<file path="src/hashed_block_buffer_cache_core_assert.svh">
// ----------------------------------------------------------------------------
// Assertion macros for the buffer cache core
// Short forms for clocked implications with reset disable.
// ----------------------------------------------------------------------------
`ifndef HASHED_BLOCK_BUFFER_CACHE_CORE_ASSERT_SVH
`define HASHED_BLOCK_BUFFER_CACHE_CORE_ASSERT_SVH

// same-cycle implication
`define HBBC_ASSERT_IMP(label, ante, cons, msg) \
    label: assert property (@(posedge clk) disable iff (!rst_n) (ante) |-> (cons)) \
        else $error(msg);

// next-cycle implication
`define HBBC_ASSERT_NXT(label, ante, cons, msg) \
    label: assert property (@(posedge clk) disable iff (!rst_n) (ante) |=> (cons)) \
        else $error(msg);

`endif

</file>
<file path="src/hbbc_pkg.sv">
// ----------------------------------------------------------------------------
// hbbc_pkg
// Shared widths, opcodes, status codes and link reset values.
// ----------------------------------------------------------------------------
package hbbc_pkg;

    localparam int BLOCK_W  = 24;
    localparam int DEVICE_W = 8;
    localparam int SLOT_W   = 5;
    localparam int OP_W     = 2;
    localparam int STATUS_W = 2;

    localparam int DEF_NUM_BUFFERS = 32;
    localparam int DEF_NUM_BUCKETS = 13;
    localparam int DEF_COUNT_BITS  = 8;

    localparam logic [OP_W-1:0] OP_GET     = 2'd0;
    localparam logic [OP_W-1:0] OP_RELEASE = 2'd1;
    localparam logic [OP_W-1:0] OP_PIN     = 2'd2;
    localparam logic [OP_W-1:0] OP_UNPIN   = 2'd3;

    localparam logic [STATUS_W-1:0] ST_OK        = 2'd0;
    localparam logic [STATUS_W-1:0] ST_NO_FREE   = 2'd1;
    localparam logic [STATUS_W-1:0] ST_UNDERFLOW = 2'd2;
    localparam logic [STATUS_W-1:0] ST_OVERFLOW  = 2'd3;

    // Link value after reset: all entries in bucket zero, descending order
    function automatic int link_reset_value(bit is_next, int node, int nb);
        int r;
        if (node < nb)
        begin
            if (is_next)
                r = (node == 0) ? nb : node - 1;
            else
                r = (node == nb - 1) ? nb : node + 1;
        end
        else if (node == nb)
        begin
            r = is_next ? nb - 1 : 0;
        end
        else
        begin
            r = node;
        end
        return r;
    endfunction

endpackage

</file>
<file path="src/hbbc_link_ram.sv">
// ----------------------------------------------------------------------------
// hbbc_link_ram
// One link array (next or prev) of the bucket lists. Registered read; a
// node never written since reset reads as its reset link.
// ----------------------------------------------------------------------------
module hbbc_link_ram
    import hbbc_pkg::*;
#(
    parameter int  NUM_BUFFERS = DEF_NUM_BUFFERS,
    parameter int  NODES       = DEF_NUM_BUFFERS + DEF_NUM_BUCKETS,
    parameter bit  IS_NEXT     = 1'b1,
    localparam int NW          = $clog2(NODES)
)
(
    input  logic          clk,
    input  logic          rst_n,
    input  logic          we,
    input  logic [NW-1:0] waddr,
    input  logic [NW-1:0] wdata,
    input  logic [NW-1:0] raddr,
    output logic [NW-1:0] rdata
);

    logic [NW-1:0]    mem [NODES];
    logic [NODES-1:0] written_reg;
    logic [NW-1:0]    rdata_reg;
    logic             rwritten_reg;
    logic [NW-1:0]    raddr_reg;

    // write port and registered read
    always_ff @(posedge clk)
    begin
        if (we)
            mem[waddr] <= wdata;
        rdata_reg <= mem[raddr];
        raddr_reg <= raddr;
    end

    // track which nodes hold written links
    always_ff @(posedge clk or negedge rst_n)
    begin
        if (!rst_n)
        begin
            written_reg  <= '0;
            rwritten_reg <= 1'b0;
        end
        else
        begin
            if (we)
                written_reg[waddr] <= 1'b1;
            rwritten_reg <= written_reg[raddr];
        end
    end

    // fall back to reset link for unwritten nodes
    assign rdata = rwritten_reg ? rdata_reg
                 : NW'(link_reset_value(IS_NEXT, int'(raddr_reg), NUM_BUFFERS));

endmodule

</file>
<file path="src/hbbc_mod.sv">
// ----------------------------------------------------------------------------
// hbbc_mod
// Remainder of the block number by the bucket count, by reciprocal
// multiplication in steps: quotient, then remainder, then done.
// ----------------------------------------------------------------------------
module hbbc_mod
    import hbbc_pkg::*;
#(
    parameter int  NUM_BUCKETS = DEF_NUM_BUCKETS,
    localparam int BW          = (NUM_BUCKETS > 1) ? $clog2(NUM_BUCKETS) : 1
)
(
    input  logic               clk,
    input  logic               rst_n,
    input  logic               start,
    input  logic [BLOCK_W-1:0] dividend,
    output logic               done,
    output logic [BW-1:0]      remainder
);

    // ceil(2^SH / N) gives the exact quotient for every 24-bit dividend
    localparam int     SH     = BLOCK_W + BW;
    localparam int     MW     = SH + 1;
    localparam longint MULT_L = ((longint'(1) << SH) + longint'(NUM_BUCKETS) - 1)
                                / longint'(NUM_BUCKETS);
    localparam logic [MW-1:0] MULT = MW'(MULT_L);

    localparam logic [1:0] PH_IDLE = 2'd0;
    localparam logic [1:0] PH_QUO  = 2'd1;
    localparam logic [1:0] PH_REM  = 2'd2;
    localparam logic [1:0] PH_DONE = 2'd3;

    logic [1:0]            phase_reg;
    logic [BLOCK_W-1:0]    div_reg;
    logic [BLOCK_W-1:0]    quo_reg;
    logic [BW-1:0]         rem_reg;
    logic [BLOCK_W+MW-1:0] prod;
    logic [BLOCK_W-1:0]    back;
    logic [BLOCK_W-1:0]    diff;

    // quotient estimate and the remainder left over
    always_comb
    begin
        prod = {{MW{1'b0}}, div_reg} * {{BLOCK_W{1'b0}}, MULT};
        back = quo_reg * BLOCK_W'(NUM_BUCKETS);
        diff = div_reg - back;
    end

    // advance through the phases
    always_ff @(posedge clk or negedge rst_n)
    begin
        if (!rst_n)
        begin
            phase_reg <= PH_IDLE;
        end
        else if (start)
        begin
            phase_reg <= PH_QUO;
        end
        else
        begin
            unique case (phase_reg)
                PH_QUO:  phase_reg <= PH_REM;
                PH_REM:  phase_reg <= PH_DONE;
                PH_DONE: phase_reg <= PH_IDLE;
                default: phase_reg <= PH_IDLE;
            endcase
        end
    end

    // hold the operand and partial results
    always_ff @(posedge clk)
    begin
        if (start)
            div_reg <= dividend;
        if (phase_reg == PH_QUO)
            quo_reg <= prod[SH +: BLOCK_W];
        if (phase_reg == PH_REM)
            rem_reg <= diff[BW-1:0];
    end

    assign done      = (phase_reg == PH_DONE);
    assign remainder = rem_reg;

endmodule

</file>
<file path="src/hashed_block_buffer_cache_core.sv">
// ----------------------------------------------------------------------------
// hashed_block_buffer_cache_core
// Buffer tag store on hashed doubly linked bucket lists with reference counts.
// ----------------------------------------------------------------------------
// Sequence: release/pin/unpin adjust the count of the named entry; a get
// first takes the bucket remainder, then walks its bucket and on a hit
// bumps the count; a miss scans the buckets for the first entry with count
// zero, unlinks it and pushes it at the head of the target bucket.
// Flow: one transaction at a time; in_stall is high while the sequencer is busy.
// Reset: async active low; all entries tagged zero in bucket zero, counts 0.
// ----------------------------------------------------------------------------
module hashed_block_buffer_cache_core
    import hbbc_pkg::*;
#(
    parameter int NUM_BUFFERS = DEF_NUM_BUFFERS,
    parameter int NUM_BUCKETS = DEF_NUM_BUCKETS,
    parameter int COUNT_BITS  = DEF_COUNT_BITS
)
(
    input  logic                clk,
    input  logic                rst_n,
    input  logic                in_valid,
    output logic                in_stall,
    input  logic [OP_W-1:0]     opcode,
    input  logic [DEVICE_W-1:0] device,
    input  logic [BLOCK_W-1:0]  block_number,
    input  logic [SLOT_W-1:0]   buffer_index,
    output logic                out_valid,
    input  logic                out_stall,
    output logic [SLOT_W-1:0]   slot,
    output logic                hit,
    output logic                needs_fill,
    output logic [STATUS_W-1:0] status
);

`include "hashed_block_buffer_cache_core_assert.svh"

    localparam int NODES = NUM_BUFFERS + NUM_BUCKETS;
    localparam int NW    = $clog2(NODES);
    localparam int EW    = (NUM_BUFFERS > 1) ? $clog2(NUM_BUFFERS) : 1;
    localparam int BW    = (NUM_BUCKETS > 1) ? $clog2(NUM_BUCKETS) : 1;
    localparam int SW    = $clog2(NUM_BUFFERS + 2);
    localparam logic [COUNT_BITS-1:0] COUNT_MAX = {COUNT_BITS{1'b1}};

    localparam logic [3:0] S_IDLE      = 4'd0;
    localparam logic [3:0] S_MOD       = 4'd1;
    localparam logic [3:0] S_HEAD      = 4'd2;
    localparam logic [3:0] S_WALK      = 4'd3;
    localparam logic [3:0] S_HIT       = 4'd4;
    localparam logic [3:0] S_SCAN_HEAD = 4'd5;
    localparam logic [3:0] S_SCAN_WALK = 4'd6;
    localparam logic [3:0] S_RD_LINKS  = 4'd7;
    localparam logic [3:0] S_UNLINK    = 4'd8;
    localparam logic [3:0] S_RD_FIRST  = 4'd9;
    localparam logic [3:0] S_PUSH      = 4'd10;
    localparam logic [3:0] S_PUSH2     = 4'd11;
    localparam logic [3:0] S_OP        = 4'd12;
    localparam logic [3:0] S_DONE      = 4'd13;

    // entry store
    logic [DEVICE_W-1:0]   ent_dev_reg [NUM_BUFFERS];
    logic [BLOCK_W-1:0]    ent_blk_reg [NUM_BUFFERS];
    logic [COUNT_BITS-1:0] ent_cnt_reg [NUM_BUFFERS];
    logic [NUM_BUFFERS-1:0] ent_valid_reg;

    // sequencer state and latched transaction
    logic [3:0]          state_reg;
    logic [OP_W-1:0]     op_reg;
    logic [DEVICE_W-1:0] dev_reg;
    logic [BLOCK_W-1:0]  blk_reg;
    logic [SLOT_W-1:0]   idx_reg;
    logic [BW-1:0]       bucket_reg;
    logic [BW-1:0]       scan_reg;
    logic [SW-1:0]       steps_reg;
    logic [NW-1:0]       node_reg;

    // result and output registers
    logic [SLOT_W-1:0]   res_slot_reg;
    logic                res_hit_reg;
    logic                res_fill_reg;
    logic [STATUS_W-1:0] res_status_reg;
    logic                out_valid_reg;
    logic [SLOT_W-1:0]   out_slot_reg;
    logic                out_hit_reg;
    logic                out_fill_reg;
    logic [STATUS_W-1:0] out_status_reg;

    // link memories
    logic          nx_we;
    logic [NW-1:0] nx_waddr;
    logic [NW-1:0] nx_wdata;
    logic [NW-1:0] nx_raddr;
    logic [NW-1:0] nx_rd;
    logic          pv_we;
    logic [NW-1:0] pv_waddr;
    logic [NW-1:0] pv_wdata;
    logic [NW-1:0] pv_rd;

    logic               mod_done;
    logic [BW-1:0]      mod_rem;
    logic               accept;
    logic [NW-1:0]      head_tgt;
    logic [NW-1:0]      head_scan;
    logic               nd_is_ent;
    logic               steps_over;
    logic [EW-1:0]      ent_addr;
    logic [COUNT_BITS-1:0] cnt_rd;
    logic               idx_ok;

    assign accept     = in_valid && !in_stall;
    assign in_stall   = (state_reg != S_IDLE);
    assign head_tgt   = NW'(NUM_BUFFERS) + NW'(bucket_reg);
    assign head_scan  = NW'(NUM_BUFFERS) + NW'(scan_reg);
    assign nd_is_ent  = nx_rd < NW'(NUM_BUFFERS);
    assign steps_over = steps_reg > SW'(NUM_BUFFERS);
    assign idx_ok     = 32'(idx_reg) < 32'(NUM_BUFFERS);

    hbbc_mod #(
        .NUM_BUCKETS (NUM_BUCKETS)
    ) u_mod (
        .clk       (clk),
        .rst_n     (rst_n),
        .start     (accept && opcode == OP_GET),
        .dividend  (block_number),
        .done      (mod_done),
        .remainder (mod_rem)
    );

    hbbc_link_ram #(
        .NUM_BUFFERS (NUM_BUFFERS),
        .NODES       (NODES),
        .IS_NEXT     (1'b1)
    ) u_next (
        .clk   (clk),
        .rst_n (rst_n),
        .we    (nx_we),
        .waddr (nx_waddr),
        .wdata (nx_wdata),
        .raddr (nx_raddr),
        .rdata (nx_rd)
    );

    hbbc_link_ram #(
        .NUM_BUFFERS (NUM_BUFFERS),
        .NODES       (NODES),
        .IS_NEXT     (1'b0)
    ) u_prev (
        .clk   (clk),
        .rst_n (rst_n),
        .we    (pv_we),
        .waddr (pv_waddr),
        .wdata (pv_wdata),
        .raddr (node_reg),
        .rdata (pv_rd)
    );

    // pick the entry looked at this cycle
    always_comb
    begin
        unique case (state_reg)
            S_WALK, S_SCAN_WALK: ent_addr = EW'(nx_rd);
            S_OP:                ent_addr = EW'(idx_reg);
            default:             ent_addr = EW'(node_reg);
        endcase
    end
    assign cnt_rd = ent_cnt_reg[ent_addr];

    // link memory addressing per step
    always_comb
    begin
        nx_raddr = node_reg;
        nx_we    = 1'b0;
        nx_waddr = node_reg;
        nx_wdata = node_reg;
        pv_we    = 1'b0;
        pv_waddr = node_reg;
        pv_wdata = node_reg;
        unique case (state_reg)
            S_HEAD:      nx_raddr = head_tgt;
            S_WALK:      nx_raddr = nx_rd;
            S_SCAN_HEAD: nx_raddr = head_scan;
            S_SCAN_WALK: nx_raddr = nx_rd;
            S_RD_FIRST:  nx_raddr = head_tgt;
            S_UNLINK:
            begin
                pv_we    = 1'b1;
                pv_waddr = nx_rd;
                pv_wdata = pv_rd;
                nx_we    = 1'b1;
                nx_waddr = pv_rd;
                nx_wdata = nx_rd;
            end
            S_PUSH:
            begin
                nx_we    = 1'b1;
                nx_waddr = node_reg;
                nx_wdata = nx_rd;
                pv_we    = 1'b1;
                pv_waddr = nx_rd;
                pv_wdata = node_reg;
            end
            S_PUSH2:
            begin
                nx_we    = 1'b1;
                nx_waddr = head_tgt;
                nx_wdata = node_reg;
                pv_we    = 1'b1;
                pv_waddr = node_reg;
                pv_wdata = head_tgt;
            end
            default:
            begin
                nx_raddr = node_reg;
            end
        endcase
    end

    // latch transaction fields
    always_ff @(posedge clk)
    begin
        if (accept)
        begin
            op_reg  <= opcode;
            dev_reg <= device;
            blk_reg <= block_number;
            idx_reg <= buffer_index;
        end
    end

    // sequencer
    always_ff @(posedge clk or negedge rst_n)
    begin
        if (!rst_n)
        begin
            state_reg      <= S_IDLE;
            bucket_reg     <= '0;
            scan_reg       <= '0;
            steps_reg      <= '0;
            node_reg       <= '0;
            res_slot_reg   <= '0;
            res_hit_reg    <= 1'b0;
            res_fill_reg   <= 1'b0;
            res_status_reg <= ST_OK;
            ent_valid_reg  <= '0;
            for (int i = 0; i < NUM_BUFFERS; i++)
            begin
                ent_dev_reg[i] <= '0;
                ent_blk_reg[i] <= '0;
                ent_cnt_reg[i] <= '0;
            end
        end
        else
        begin
            unique case (state_reg)
                S_IDLE:
                begin
                    if (accept)
                    begin
                        res_slot_reg   <= '0;
                        res_hit_reg    <= 1'b0;
                        res_fill_reg   <= 1'b0;
                        res_status_reg <= ST_OK;
                        state_reg      <= (opcode == OP_GET) ? S_MOD : S_OP;
                    end
                end
                S_MOD:
                begin
                    if (mod_done)
                    begin
                        bucket_reg <= mod_rem;
                        state_reg  <= S_HEAD;
                    end
                end
                S_HEAD:
                begin
                    steps_reg <= '0;
                    state_reg <= S_WALK;
                end
                // search target bucket, one node per cycle
                S_WALK:
                begin
                    if (nx_rd == head_tgt || steps_over)
                    begin
                        scan_reg  <= '0;
                        state_reg <= S_SCAN_HEAD;
                    end
                    else if (nd_is_ent && ent_dev_reg[ent_addr] == dev_reg
                             && ent_blk_reg[ent_addr] == blk_reg)
                    begin
                        node_reg  <= nx_rd;
                        state_reg <= S_HIT;
                    end
                    else
                    begin
                        steps_reg <= steps_reg + 1'b1;
                    end
                end
                S_HIT:
                begin
                    if (cnt_rd == COUNT_MAX)
                        res_status_reg <= ST_OVERFLOW;
                    else
                        ent_cnt_reg[ent_addr] <= cnt_rd + 1'b1;
                    res_slot_reg            <= SLOT_W'(node_reg);
                    res_hit_reg             <= 1'b1;
                    res_fill_reg            <= !ent_valid_reg[ent_addr];
                    ent_valid_reg[ent_addr] <= 1'b1;
                    state_reg               <= S_DONE;
                end
                S_SCAN_HEAD:
                begin
                    steps_reg <= '0;
                    state_reg <= S_SCAN_WALK;
                end
                // look for the first free entry across buckets
                S_SCAN_WALK:
                begin
                    if (nx_rd == head_scan || steps_over)
                    begin
                        if (32'(scan_reg) == NUM_BUCKETS - 1)
                        begin
                            res_status_reg <= ST_NO_FREE;
                            state_reg      <= S_DONE;
                        end
                        else
                        begin
                            scan_reg  <= scan_reg + 1'b1;
                            state_reg <= S_SCAN_HEAD;
                        end
                    end
                    else if (nd_is_ent && cnt_rd == '0)
                    begin
                        node_reg  <= nx_rd;
                        state_reg <= S_RD_LINKS;
                    end
                    else
                    begin
                        steps_reg <= steps_reg + 1'b1;
                    end
                end
                S_RD_LINKS: state_reg <= S_UNLINK;
                S_UNLINK:   state_reg <= S_RD_FIRST;
                S_RD_FIRST: state_reg <= S_PUSH;
                // retag the victim and hand it out
                S_PUSH:
                begin
                    ent_dev_reg[ent_addr]   <= dev_reg;
                    ent_blk_reg[ent_addr]   <= blk_reg;
                    ent_cnt_reg[ent_addr]   <= COUNT_BITS'(1);
                    ent_valid_reg[ent_addr] <= 1'b1;
                    res_slot_reg            <= SLOT_W'(node_reg);
                    res_fill_reg            <= 1'b1;
                    state_reg               <= S_PUSH2;
                end
                S_PUSH2: state_reg <= S_DONE;
                // adjust count for release, pin, unpin
                S_OP:
                begin
                    res_slot_reg <= idx_reg;
                    if (idx_ok)
                    begin
                        if (op_reg == OP_PIN)
                        begin
                            if (cnt_rd == COUNT_MAX)
                                res_status_reg <= ST_OVERFLOW;
                            else
                                ent_cnt_reg[ent_addr] <= cnt_rd + 1'b1;
                        end
                        else
                        begin
                            if (cnt_rd == '0)
                                res_status_reg <= ST_UNDERFLOW;
                            else
                                ent_cnt_reg[ent_addr] <= cnt_rd - 1'b1;
                        end
                    end
                    state_reg <= S_DONE;
                end
                S_DONE:
                begin
                    if (!out_valid_reg || !out_stall)
                        state_reg <= S_IDLE;
                end
                default: state_reg <= S_IDLE;
            endcase
        end
    end

    // output register
    always_ff @(posedge clk or negedge rst_n)
    begin
        if (!rst_n)
        begin
            out_valid_reg <= 1'b0;
        end
        else if (state_reg == S_DONE && (!out_valid_reg || !out_stall))
        begin
            out_valid_reg <= 1'b1;
        end
        else if (!out_stall)
        begin
            out_valid_reg <= 1'b0;
        end
    end

    always_ff @(posedge clk)
    begin
        if (state_reg == S_DONE && (!out_valid_reg || !out_stall))
        begin
            out_slot_reg   <= res_slot_reg;
            out_hit_reg    <= res_hit_reg;
            out_fill_reg   <= res_fill_reg;
            out_status_reg <= res_status_reg;
        end
    end

    assign out_valid  = out_valid_reg;
    assign slot       = out_slot_reg;
    assign hit        = out_hit_reg;
    assign needs_fill = out_fill_reg;
    assign status     = out_status_reg;

    `HBBC_ASSERT_NXT(a_busy_after_accept, accept, state_reg != S_IDLE,
        "accepted transaction did not start the sequencer")
    `HBBC_ASSERT_IMP(a_no_free_clean, out_valid && status == ST_NO_FREE,
        slot == '0 && !hit && !needs_fill, "no-free result carries an entry")
    `HBBC_ASSERT_IMP(a_hit_status, out_valid && hit,
        status == ST_OK || status == ST_OVERFLOW, "hit with bad status")
    `HBBC_ASSERT_IMP(a_result_from_done, !out_valid_reg ##1 out_valid_reg,
        state_reg == S_IDLE, "result appeared outside completion")

endmodule

</file>
<file path="config.mk">
export PLATFORM = sky130hd
export DESIGN_NAME = hashed_block_buffer_cache_core
export DESIGN_NICKNAME = d
export VERILOG_FILES = /design/src/hbbc_pkg.sv /design/src/hbbc_link_ram.sv /design/src/hbbc_mod.sv /design/src/hashed_block_buffer_cache_core.sv
export VERILOG_INCLUDE_DIRS = /design/src /design/src/src
export SDC_FILE = /design/constraint.sdc
export NUM_CORES = 2
export LEC_CHECK = 0
export ABC_AREA = 1
export ABC_CLOCK_PERIOD_IN_PS = 8100
export BUFFER_PORTS_ARGS = -buffer_cell sky130_fd_sc_hd__buf_2
export CORE_MARGIN = 2
export CORE_UTILIZATION = 60
export CTS_CLUSTER_DIAMETER = 100
export DETAILED_ROUTE_END_ITERATION = 8
export PLACE_DENSITY = 0.76
export SYNTH_ARGS = -nofsm -noshare
export SYNTH_HDL_FRONTEND = slang
export SYNTH_SLANG_ARGS = --single-unit
</file>
<file path="constraint.sdc">
create_clock -name clk -period 8.1 [get_ports clk]
set_input_delay 0.405 -clock clk [delete_from_list [all_inputs] [get_ports clk]]
set_output_delay 0.405 -clock clk [all_outputs]
set_load 0.05 [all_outputs]
</file>
==> impl_metrics.csv <==
group,metric,value,unit
critical_path,cp_max_fo,215,
logic_synthesis,ys_top_cells_by_area,"dfrtp_1 33%, edfxtp_1 17%, nand2_1 14%",
sta,fin_ws,1.961,ns
sta,finalHoldViolations,0,
grt,grt_max_degree,216,
logic_synthesis,synthesis.nets,13770,
detailed_routing,dr.pass1.iters,9,
outcome,status,"finished clean",
min_path,hold_path.class,"input pin to register",
logic_synthesis,synth_top_family_by_area,"simple AND/OR/NAND/NOR gates",
detailed_routing,wirelength,352.1,mm
cts,cts_tree,"built",
critical_path,arrival,6.90,ns
critical_path,r2r_slack,1.96,ns
floorplanning,chipWidth,429.6,um
logic_synthesis,synth-edff-count,620,
cts,root_buffer,"clkbuf_16",
cts,clk_latency,0.87,ns
logic_synthesis,yosys.area.top_type,"dfrtp_1",
critical_path,worst_setup_path_end_kind,"register",
cells_and_area,largest_reg_flops,768,
cts,clk_path_buf_depth,3,
cells_and_area,layout-drive-gt1-share,0.05577,
critical_path,r2r_cells,28,
cts,cts_inserted_buffers,215,
place,dp_cells,15100,
sta,worst_pin_slew,1.352,ns
sta,timing.fmax,0.1629,GHz
logic_synthesis,muxShareOfSynthArea,0,
job,maxCapViolations,0,
sta,slew_headroom,0.09551,
critical_path,startpoint_type,"register",
critical_path,r2r-end,"node_reg[0]$_DFFE_PN0P_",
logic_synthesis,synth-compound-area-share,0.1386,
critical_path,critPathLaunch,"state_reg[0]$_DFFE_PN0P_",
cells_and_area,fillerInstances,15000,
sta,slew_viol_final,0,
sta,tns,0,ns
floorplanning,ios,54,
cts,post_cts_buffers,0,
grt,antenna_found_initial,10,
critical_path,timing.critical_path.to,"node_reg[0]$_DFFE_PN0P_",
critical_path,cp_common_cell,"nand2_1",
critical_path,cp.required,8.86,ns
grt,grt_first_pass_wirelength,534.1,mm
logic_synthesis,yosysSeqAreaShare,0.5072,
logic_synthesis,synthAdderAreaFrac,0.04867,
detailed_routing,drtIter0Drc,12610,
sta,period_share,0.7579,
critical_path,r2r_start,"state_reg[0]$_DFFE_PN0P_",
detailed_routing,drc,0,
sta,rsz0062_at_grt,"false",
place,post-place-ws,2.057,ns
critical_path,slowest_stage,"buf_12",
sta,min_period,6.139,ns
grt,grt-ovfl-total,0,
cts,cts.clk_slew.worst_paths,0.07,ns
floorplanning,num_rows,156,
critical_path,critPathKind,"register to register",
logic_synthesis,yosys.area_share.simple,0.2239,
logic_synthesis,postSynthCellCount,13400,
logic_synthesis,syn_area,108700,um^2
detailed_routing,vias,94010,
logic_synthesis,syn_avg_cell_area,8.111,um^2
floorplanning,start_util,0.6027,
logic_synthesis,synth_xor_area_frac,0.003223,
sta,fin_skew,0.03007,ns
place,dp_hpwl,205.4,mm
cts,ctsResizeCount,0,
cells_and_area,syn2layout_area_growth,8.533,%
place,io_buffers,53,
cells_and_area,layout_commonest_cell,"nand2_1",
detailed_routing,ant_nets,0,
floorplanning,core,180400,um^2
cells_and_area,fin_cells,15570,
critical_path,critPathMaxStageDelay,0.56,ns
floorplanning,die_area,184600,um^2
cts,ctsHoldBuffers,41,
grt,grt.total_usage,0.3764,
floorplanning,die_h,429.6,um
logic_synthesis,async_flop_share,0.6910,
detailed_routing,post_drt_via_cell_ratio,6.039,
logic_synthesis,synth_seq_cells,2084,
logic_synthesis,yosys_warnings,0,
place,gp_congestion,1.012,
cts,cts.sinks,2084,
sta,setup_viol_count_final,0,
logic_synthesis,synth.top_cell.area_share,0.3315,
logic_synthesis,synthFlopType,"dfrtp_1",
logic_synthesis,ys_types,60,
detailed_routing,detail_route.wl_per_cell,22.62,um
cells_and_area,final_nets,13360,
cts,htree_num_levels,4,
grt,grt_pass1_vias,88690,
cells_and_area,final_cell_mix,"4014 x nand2_1, 1872 x o21ai_0, 1438 x dfrtp_1, 1256 x inv_1, 1123 x nor2_1",
sta,whs,0.1074,ns
cells by family after synthesis:
family / count (synthesis)
simple gates: 5997
xor+xnor: 40
fa+ha+maj: 331
buf+inv: 2152
flops: 2084
compound gates: 2796
worst max-delay path, delay by kind of cell, from the launching register on:
| family | cells | cell delay, ns |
|---|---|---|
| compound gates | 1 | 0.08 |
| simple gates | 24 | 4.09 |
| buf+inv | 3 | 1.05 |
| flops | 1 | 0.44 |
through the flow:
| step | area (um^2) | utilization |
|---|---|---|
| 2_1_floorplan | 108700 | - |
| 3_3_place_gp | 110100 | 0.6104 |
| 3_5_place_dp | 110100 | 0.6104 |
| 4_1_cts | 117900 | 0.6538 |
| 5_1_grt | 117900 | 0.6539 |
| 6_report | 118000 | 0.6541 |
worst min-delay path by stage:
stage                            startpoint                   endpoint  depth (start not counted)  slack (ns)
finish                             in_valid    res_hit_reg$_DFFE_PN0P_                          4        0.11
global route                       in_valid        op_reg[1]$_DFFE_PP_                          3        0.14
CTS                                in_valid    res_hit_reg$_DFFE_PN0P_                          4        0.05
detailed placement  res_hit_reg$_DFFE_PN0P_              hit$_DFFE_PP_                          0        0.43
global placement    res_hit_reg$_DFFE_PN0P_              hit$_DFFE_PP_                          0        0.43
floorplan                             rst_n  bucket_reg[0]$_DFFE_PN0P_                          0        0.11
Yosys cell counts, types with 6 or more instances:
master    number
a22oi_1       19
a21oi_1      252
clkbuf_1     594
ha_1         178
xor2_1        24
a211oi_1       6
nor2_1      1138
inv_1       1259
o21ai_1      259
nor3_1        11
o22ai_1      107
nor2_2        15
o21bai_1      35
o32ai_1       61
o311ai_0      26
nand2_1     4049
clkinv_1      11
o21ai_0     1873
nand3_1      431
nand2_2       10
o31ai_1       20
xnor2_1       16
buf_1         24
dfrtp_1     1440
o221ai_1      15
nand3b_1     230
buf_2        201
buf_4         21
or2_2         80
o211ai_1      83
dfxtp_1       24
inv_2         26
a32o_1        10
nand4_1       21
edfxtp_1     620
buf_6         15
fa_1         153
routing by layer:
layer / track usage / part of all wire / up-vias
met5: 0 / 0.000065 / -
met4: 0.2174 / 0.065 / 4
met3: 0.07388 / 0.10 / 1193
met2: 0.5718 / 0.44 / 5431
met1: 0.5071 / 0.39 / 44860
li1: - / - / 42530
layout make-up:
class                      instances  area [um^2]  share of cell area
multi-input combinational       9164        45530              0.3860
sequential                      2084        55140              0.4674
clock buffer                     308         6163             0.05225
clock inverter                    98         1262             0.01070
antenna                           20        50.05           0.0004243
tap                             2370         2965             0.02514
timing repair buffer             228         1972             0.01672
inverter                        1297         4883             0.04140
Power is not shown: default switching activity piles up to over one toggle a cycle in this logic, so the estimate is an artifact.
